<file path="src/rtl/abht_pkg.sv">
package abht_pkg;

    // Mask geometry; the row stride is MAX_WIDTH, so both must be powers of two
    localparam int MAX_WIDTH  = 256;
    localparam int MAX_HEIGHT = 256;
    localparam int COL_W      = $clog2(MAX_WIDTH);
    localparam int ROW_W      = $clog2(MAX_HEIGHT);
    localparam int CELL_W     = (COL_W > ROW_W) ? COL_W : ROW_W;
    localparam int ADDR_W     = COL_W + ROW_W;
    localparam int MASK_DEPTH = MAX_WIDTH * MAX_HEIGHT;

    // Field widths
    localparam int ALPHA_W = 8;
    localparam int POINT_W = 20;
    localparam int SCALE_W = 16;
    localparam int SIZE_W  = 9;

    // Size arithmetic width: holds the register value and MAX_WIDTH / MAX_HEIGHT
    localparam int DIM_A_W = CELL_W + 1;
    localparam int DIM_W   = (DIM_A_W > SIZE_W) ? DIM_A_W : SIZE_W;

    // Mapping arithmetic: Q.4 difference times Q8.8 scale gives Q.12
    localparam int DIFF_W = POINT_W + 1;
    localparam int PROD_W = DIFF_W + SCALE_W + 1;
    localparam int FRAC_W = 12;
    localparam int HI_W   = PROD_W - FRAC_W;

    localparam logic [ALPHA_W-1:0] ALPHA_LIMIT = 8'd127;

    // Stream widths
    localparam int IN_TDATA_W  = 48;
    localparam int OUT_TDATA_W = 8;

    // Configuration port
    localparam int CFG_INDEX_W = 3;
    localparam int CFG_DATA_W  = 20;

    typedef enum logic [CFG_INDEX_W-1:0] {
        REG_ORIGIN_X     = 3'd0,
        REG_ORIGIN_Y     = 3'd1,
        REG_INV_SCALE_X  = 3'd2,
        REG_INV_SCALE_Y  = 3'd3,
        REG_IMAGE_WIDTH  = 3'd4,
        REG_IMAGE_HEIGHT = 3'd5
    } cfg_reg_t;

    // Input kind carried in tuser
    typedef enum logic {
        OP_LOAD  = 1'b0,
        OP_QUERY = 1'b1
    } op_t;

    // Mask write request from the loader
    typedef struct packed {
        logic              en;
        logic [ADDR_W-1:0] addr;
        logic              data;
    } mask_wr_t;

    // Size register value forced into 1..most
    function automatic logic [DIM_W-1:0] clamp_size(input logic [SIZE_W-1:0] v,
                                                    input logic [DIM_W-1:0] most);
        logic [DIM_W-1:0] ext;
        ext = DIM_W'(v);
        if (ext == '0)
            return DIM_W'(1);
        else if (ext > most)
            return most;
        else
            return ext;
    endfunction

endpackage

</file>
<file path="src/rtl/abht_loader.sv">
module abht_loader (
    input  logic                         clk,
    input  logic                         rst_n,
    input  logic                         load_en,
    input  logic [abht_pkg::ALPHA_W-1:0] alpha,
    input  logic [abht_pkg::DIM_W-1:0]   width,
    input  logic [abht_pkg::DIM_W-1:0]   height,
    output abht_pkg::mask_wr_t           wr,
    output logic                         loaded
);

    logic [abht_pkg::COL_W-1:0] col_reg, col_next;
    logic [abht_pkg::ROW_W:0]   row_reg, row_next;
    logic                       loaded_reg, loaded_next;
    logic [abht_pkg::DIM_W-1:0] col_inc;
    logic                       take;

    assign take    = load_en && !loaded_reg;
    assign col_inc = abht_pkg::DIM_W'(col_reg) + abht_pkg::DIM_W'(1);

    // Raster position advance and write request
    always_comb
    begin
        col_next    = col_reg;
        row_next    = row_reg;
        loaded_next = loaded_reg;
        wr.en       = take && (row_reg < (abht_pkg::ROW_W + 1)'(abht_pkg::MAX_HEIGHT));
        wr.addr     = {row_reg[abht_pkg::ROW_W-1:0], col_reg};
        wr.data     = (alpha > abht_pkg::ALPHA_LIMIT);
        if (take)
        begin
            if (col_inc >= width)
            begin
                col_next = '0;
                row_next = row_reg + (abht_pkg::ROW_W + 1)'(1);
                if (abht_pkg::DIM_W'(row_next) >= height)
                    loaded_next = 1'b1;
            end
            else
            begin
                col_next = col_inc[abht_pkg::COL_W-1:0];
            end
        end
    end

    always_ff @(posedge clk or negedge rst_n)
    begin
        if (!rst_n)
        begin
            col_reg    <= '0;
            row_reg    <= '0;
            loaded_reg <= 1'b0;
        end
        else
        begin
            col_reg    <= col_next;
            row_reg    <= row_next;
            loaded_reg <= loaded_next;
        end
    end

    assign loaded = loaded_reg;

endmodule

</file>
<file path="config.mk">
export PLATFORM = sky130hd
export DESIGN_NAME = abht_loader
export DESIGN_NICKNAME = d
export VERILOG_FILES = /design/src/rtl/abht_pkg.sv /design/src/rtl/abht_loader.sv
export SDC_FILE = /design/constraint.sdc
export NUM_CORES = 1
export LEC_CHECK = 0
export BUFFER_PORTS_ARGS = -buffer_cell sky130_fd_sc_hd__buf_2
export CAP_MARGIN = 0
export CORE_MARGIN = 2
export CORE_UTILIZATION = 49
export CTS_CLUSTER_DIAMETER = 200
export DETAILED_ROUTE_END_ITERATION = 7
export PLACE_DENSITY = 0.78
export SLEW_MARGIN = 20
export SYNTH_ARGS = -nofsm -noshare
export SYNTH_HDL_FRONTEND = slang
export SYNTH_SLANG_ARGS = --single-unit
</file>
<file path="constraint.sdc">
create_clock -name clk -period 3.5 [get_ports clk]
set_input_delay 0.525 -clock clk [delete_from_list [all_inputs] [get_ports clk]]
set_output_delay 0.525 -clock clk [all_outputs]
set_load 0.02 [all_outputs]
</file>
==> qor.yml, run 1 <==
hold_viol: 0
cts.sink_count: 18
syn-num-nets: 217
rrSetupSlack_ns: 0.70
core.rowCount: 19
maxCapViolCount: 0
cts_tree: "yes"
postCtsHoldBufs: 0
synthArstFlopShare_pct: 100.0
h-tree-depth: 1
synth_edf_count: 0
crit_fanout: 10
dpl_worst_slack_ns: 0.7487
fmax_mhz: 357.3
irDropWorstVdd_mv: 0.3502
start_kind: "flip-flop"
yosys_warnings: 0
nets: 248
die-area_um2: 3490
die_h_um: 59.08
ios: 48
fin_util_pct: 58.78
hold_path.class: "input port to asynchronous set/reset pin"
tightest_slew_ns: 0.7221
worstPathArrival_ns: 2.97
tns_ns: 0
leakage_uw: 0.0009607
cts_resized: 0
period_share_pct: 79.97
wl_per_cell_um: 13.25
grt_pass1_wl_um: 5147
r2r_start: "col_reg[0]"
largest_reg_flops: 9
grt_pass1_vias: 1236
slew_headroom_pct: 51.76
portBuffers: 38
clockBufferDepth: 2
netlist_area_um2: 1486
endpoint_kind: "flip-flop"
track_usage_pct: 18.90
postSynthCellCount: 168
die_width_um: 59.08
clk_latency_ns: 0.29
timing.rr.end: "row_reg[1]"
fillers: 254
clk_pin_slew_worst_paths_ns: 0.10
power_per_cell_area_nw_per_um2: 487.6
drt-pass1-iter-count: 4
rsz0062_at_grt: "false"
antenna_left: 0
drt_first_iter_violations: 24
area_growth_pct: 11.87
synth.distinct_cells: 34
numCtsBuffers: 3
ys_seq_area_share_pct: 30.30
post_route_cells_drive_above_1_share_pct: 23.35
setup_violations: 0
ys_seq_elements: 18
overflow: 0
coreArea_um2: 2829
vias: 1254
routed_via_density: 5.500
dp_hpwl_um: 2443
period_needed_ns: 2.799
final.setup.worst_slack_ns: 0.7010
antenna_found_initial: 0
post_cts_buffers: 0
drt_wl_total_um: 3021
place_congestion: 0.8160
drv_slew: 0
grt_max_degree: 19
cp.required_ns: 3.67
num_antenna_cells: 0
clock_skew_ns: 0.009198
synth.avg_cell_area_um2: 8.848
drc: 0
cts_root_buffer: "clkbuf_4"
synthFlopType: "dfrtp_1"
initial_core_util_pct: 52.54
status: "finished, final reports clean"
reg2reg_depth: 9
crit_type: "flip-flop to flip-flop"
-- layout make-up --
cell class,count,area (um2),area share (%)
repair buffers,38,190.2,11.44
multi-input cells,121,897.1,53.95
inverters,17,63.81,3.837
clock buffers,3,22.52,1.354
flip-flops and latches,18,450.4,27.09
well taps,31,38.79,2.333
-- cells in the mapped netlist (all sizes together) (2+ instances only) --
| library cell | n | area (um2) |
|---|---|---|
| a31oi | 3 | 18.77 |
| xnor2 | 10 | 87.58 |
| nor3 | 5 | 25.02 |
| nand3 | 12 | 60.06 |
| and3 | 4 | 25.02 |
| nand2 | 17 | 63.81 |
| nor2b | 2 | 12.51 |
| o21ai | 9 | 48.79 |
| a21o | 2 | 15.01 |
| nand2b | 2 | 12.51 |
| xor2 | 10 | 87.58 |
| a21oi | 5 | 25.02 |
| nand4 | 2 | 12.51 |
| buf | 8 | 60.06 |
| nor2 | 6 | 25.03 |
| clkbuf | 4 | 15.01 |
| inv | 17 | 63.81 |
| ha | 20 | 250.2 |
| dfrtp | 18 | 450.4 |
-- cell usage in the layout, fill, tap and decap left out --
| cell | n |
|---|---|
| or4_1 | 1 |
| nor4b_1 | 1 |
| a221oi_1 | 1 |
| o21ai_0 | 7 |
| nor2_1 | 5 |
| a21o_1 | 2 |
| xnor2_1 | 10 |
| a21oi_1 | 5 |
| nor2b_1 | 2 |
| nor2_2 | 1 |
| a211o_4 | 1 |
| a41oi_2 | 1 |
| xor2_1 | 10 |
| dfrtp_1 | 18 |
| and2_1 | 1 |
| nand4_1 | 2 |
| inv_1 | 17 |
| mux2_1 | 1 |
| a31oi_1 | 3 |
| or3_1 | 1 |
| o21ai_1 | 1 |
| nand2_1 | 17 |
| nand3_1 | 12 |
| o21ai_2 | 1 |
| nor3_1 | 5 |
| a211oi_4 | 1 |
| ha_1 | 20 |
| nand2b_1 | 2 |
| clkbuf_4 | 3 |
| and3_1 | 4 |
| o2111ai_1 | 1 |
| and4_1 | 1 |
| buf_2 | 38 |
| o21a_1 | 1 |
-- report_power, final --
group / leakage, uW / internal, uW / switching (uW) / total [uW]
clock network: 0.0000138 / 39.9 / 58.7 / 98.7
registers: 0.000237 / 251 / 73.7 / 325
logic: 0.000710 / 161 / 226 / 388
total: 0.000961 / 452 / 359 / 811
-- layer usage --
metal / global-route usage, % / share of wire [%] / vias up
li1: - / - / 632
met5: 0 / 0 / -
met3: 3.930 / 3.6 / 2
met1: 25.21 / 43 / 591
met4: 2.597 / 0.56 / 0
met2: 32.38 / 52 / 29
-- worst max-delay path, stage by stage (launching register included) --
cell      delay (ns)
dfrtp_1         0.50
ha_1            0.30
nand3_1         0.18
xnor2_1         0.17
ha_1            0.31
a41oi_2         0.21
o21ai_2         0.11
a211oi_4        0.46
nor2_2          0.11
mux2_1          0.33
-- worst max-delay path by stage --
stage	startpoint	endpoint	slack, ns
after CTS	col_reg[0]	row_reg[1]	0.71
final	col_reg[0]	row_reg[1]	0.70
after floorplan	col_reg[0]	row_reg[1]	0.92
after detailed placement	col_reg[0]	row_reg[1]	0.75
after global placement	col_reg[0]	row_reg[1]	0.79
after global routing	col_reg[0]	row_reg[1]	0.52
-- logic make-up (layout without fill, tap and decap cells) --
logic type	Yosys count	after routing	share of synthesized area, %
XOR/XNOR	20	20	11.78
AO/OA/AOI/OAI	25	25	12.54
buffers and inverters	29	58	9.343
adder cells (fa/ha/maj)	20	20	16.84
multiplexers	1	1	0.7575
AND/OR/NAND/NOR	55	55	18.43
flip-flops	18	18	30.30
-- per-stage QoR --
stage,std cells,instance area [um2],total power (uW),hold slack [ns]
detailed placement,225,1640,717.9,0.4737
CTS,228,1663,817.3,0.1577
floorplan,168,1486,616.9,0.2294
finish,228,1663,810.8,0.1445
global placement,225,1640,691.2,0.4672
global route,228,1663,883.6,0.1581
No activity file was read; power rests on OpenSTA's default activity.
==> run 2, diff against run 1 <==
--- a/config.mk
+++ b/config.mk
@@ -5,13 +5,14 @@
 export SDC_FILE = /design/constraint.sdc
 export NUM_CORES = 1
 export LEC_CHECK = 0
+export ABC_AREA = 1
 export BUFFER_PORTS_ARGS = -buffer_cell sky130_fd_sc_hd__buf_2
 export CAP_MARGIN = 0
 export CORE_MARGIN = 2
 export CORE_UTILIZATION = 49
 export CTS_CLUSTER_DIAMETER = 200
 export DETAILED_ROUTE_END_ITERATION = 7
-export PLACE_DENSITY = 0.78
+export PLACE_DENSITY = 0.77
 export SLEW_MARGIN = 20
 export SYNTH_ARGS = -nofsm -noshare
 export SYNTH_HDL_FRONTEND = slang
==> constraint.sdc (replaced) <==
create_clock -name clk -period 2.75 [get_ports clk]
set_input_delay 0.4125 -clock clk [delete_from_list [all_inputs] [get_ports clk]]
set_output_delay 0.4125 -clock clk [all_outputs]
set_load 0.02 [all_outputs]
==> run 2 against run 1 <==
- worst hold slack got worse by 0.11 ns
- critical path type unchanged
- sequential cell count did not move
- maximum frequency rose by 18%
- critical path depth rose by 5
==> qor.yml, run 2 <==
grt_max_degree: 20  # +1
die_width_um: 63.56  # +7.6%
die_h_um: 63.56  # +7.6%
portBuffers: 38  # unchanged
die-area_um2: 4039  # +16%
coreArea_um2: 3363  # +19%
maxCapViolCount: 0  # unchanged
h-tree-depth: 1  # unchanged
postSynthCellCount: 252  # +50%
post_route_cells_drive_above_1_share_pct: 21.35  # -2.0 points
ys_seq_elements: 18  # unchanged
critPathSlowestCell: "dfrtp_1"
synth.distinct_cells: 24  # -29%
postCtsHoldBufs: 0  # unchanged
grt_pass1_wl_um: 5940  # +15%
ios: 48  # unchanged
vias: 1560  # +24%
initial_core_util_pct: 51.67  # -0.87 points
routed_via_density: 4.771  # -13%
ys_seq_area_share_pct: 25.92  # -4.4 points
clk_latency_ns: 0.29  # about the same
syn-num-nets: 301  # +39%
start_kind: "flip-flop"
use_met1_pct: 25.81  # +0.60 points
post_cts_buffers: 0  # unchanged
power_per_cell_area_nw_per_um2: 230.7  # -53%
antenna_found_initial: 0  # unchanged
area_growth_pct: 9.863
mostFrequentLayoutCells: "nand2_1, inv_1, buf_2, ha_1, dfrtp_1"
antenna_left: 0  # unchanged
layout_commonest_cell: "nand2_1"
use_met3_pct: 3.750  # -0.18 points
synth_edf_count: 0  # unchanged
num_antenna_cells: 0  # unchanged
tns_ns: 0  # unchanged
netlist_area_um2: 1738  # +17%
numCtsBuffers: 3  # unchanged
grt.busiest_layer: "met2"
clk_pin_slew_worst_paths_ns: 0.10  # about the same
slew_headroom_pct: 72.10  # +20 points
wl_per_cell_um: 10.12  # -24%
hold_viol: 0  # unchanged
path_common_cell: "nand2_1"
endpoint_kind: "flip-flop"
leakage_uw: 0.001270  # +32%
drt_first_iter_violations: 65  # +170%
fmax_mhz: 422.5  # +18%
hold_path.class: "input port to asynchronous set/reset pin"
irDropWorstVdd_mv: 0.1218  # -65%
grt_pass1_vias: 1369  # +11%
crit_type: "flip-flop to flip-flop"
clockBufferDepth: 2  # unchanged
clock_skew_ns: 0.0007348  # -0.008463 ns
track_usage_pct: 18.38  # -0.52 points
yosys-top-cells-area: "dfrtp_1, nand2_1, ha_1"
core.rowCount: 21  # +2
yosys_warnings: 0  # unchanged
period_share_pct: 86.08  # +6.1 points
yosys-top-cells-count: "nand2_1, inv_1, ha_1"
dpl_worst_slack_ns: 0.3764  # -0.3723 ns
rsz0062_at_grt: "false"
cp.required_ns: 2.94  # -0.73 ns
final.setup.worst_slack_ns: 0.3829  # -0.3180 ns
max_stage_delay_ns: 0.46  # -0.04 ns
synth.avg_cell_area_um2: 6.896  # -22%
synthArstFlopShare_pct: 100.0  # unchanged
drc: 0  # unchanged
place_congestion: 0.8479  # +3.9%
synth_top_area_share_pct: 25.92  # -4.4 points
tightest_slew_ns: 0.4185  # -0.3037 ns
worstPathArrival_ns: 2.56  # -0.41 ns
nets: 332  # +34%
largest_reg_flops: 9  # unchanged
status: "finished, final reports clean"
cts_root_buffer: "clkbuf_4"
period_needed_ns: 2.367  # -0.4320 ns
crit_fanout: 11  # +1
synthFlopType: "dfrtp_1"
cts_tree: "yes"
drt-pass1-iter-count: 4  # unchanged
cts.sink_count: 18  # unchanged
gr-usage-met2_pct: 29.08  # -3.3 points
drv_slew: 0  # unchanged
overflow: 0  # unchanged
yosys.area.top_type: "dfrtp_1"
crit_chain: "ha_1 -> nand3_1 -> xor2_1 -> inv_1 -> ha_1 -> nand2_1 -> nor2_1 -> nand2_1 -> nand3_2 -> nand2_4 -> nand2_4 -> nand2_2 -> nand2_1 -> nand2_1"
cts_resized: 0  # unchanged
synth.most_common_cell: "nand2_1"
dp_hpwl_um: 2657  # +8.8%
drt_wl_total_um: 3308  # +9.5%
setup_violations: 0  # unchanged
==> run 2: final cells by class <==
class	count	area (um2)
Tap cell	46	57.56
Inverter	51	191.4
Sequential cell	18	450.4
Timing Repair Buffer	39	197.7
Clock buffer	3	22.52
Fill cell	364	1454
Multi-Input combinational cell	170	989.7
==> run 2: per-layer routing <==
| layer | up-vias | routed length, um | part of all wire (%) |
|---|---|---|---|
| li1 | 837 | - | - |
| met1 | 690 | 1666 | 50 |
| met2 | 29 | 1467 | 44 |
| met3 | 4 | 150 | 4.5 |
| met4 | 0 | 23 | 0.70 |
| met5 | - | 0 | 0 |
==> run 2: cells by family (layout without fill, tap and decap cells) <==
logic type                 Yosys count  after routing  synth area share [%]
AOI/OAI and AO/OA                    7              7                 2.304
xor gates and xnor gates             6              6                 3.024
adders and majority gates           20             20                 14.40
buffers and inverters               64             93                 17.13
DFF                                 18             18                 25.92
and+or+nand+nor                    137            137                 37.22
==> run 2: per-stage QoR <==
stage                     cell area (um2)  std cells  hold WS, ns  utilization, %  power, uW
after global routing                 1909        327      0.05560           56.77      465.9
after CTS                            1909        327      0.04711           56.77      442.6
after global placement               1887        324       0.3686           56.10      312.6
final                                1909        327      0.03647           56.77      440.5
after detailed placement             1887        324       0.3691           56.10      313.8
after floorplan                      1738        252       0.1169               -      292.7
==> run 2: path summary, 6_finish.rpt <==
kind                             from          to  slack (ns)  depth (start not counted)
setup / recovery           col_reg[0]  row_reg[8]        0.38                         14
hold / removal                  rst_n  col_reg[6]        0.04                          1
setup reg to reg           col_reg[0]  row_reg[8]        0.38                         14
hold reg to reg                loaded      loaded        0.51                          2
max in group asynchronous       rst_n  col_reg[3]        2.42                          1
min in group clk              load_en  col_reg[7]        0.51                          4
==> run 2: critical path, delay by kind of cell, from the launching register on <==
| kind | cells | cell delay [ns] |
|---|---|---|
| and+or+nand+nor | 10 | 1.04 |
| adders and majority gates | 2 | 0.58 |
| DFF | 1 | 0.46 |
| xor gates and xnor gates | 1 | 0.14 |
| buffers and inverters | 1 | 0.07 |
==> run 2: power breakdown <==
group | switching (uW) | internal [uW]
combinational | 23.9 | 19.6
sequential | 0 | 264
clock | 81.5 | 51.0
total | 105 | 335
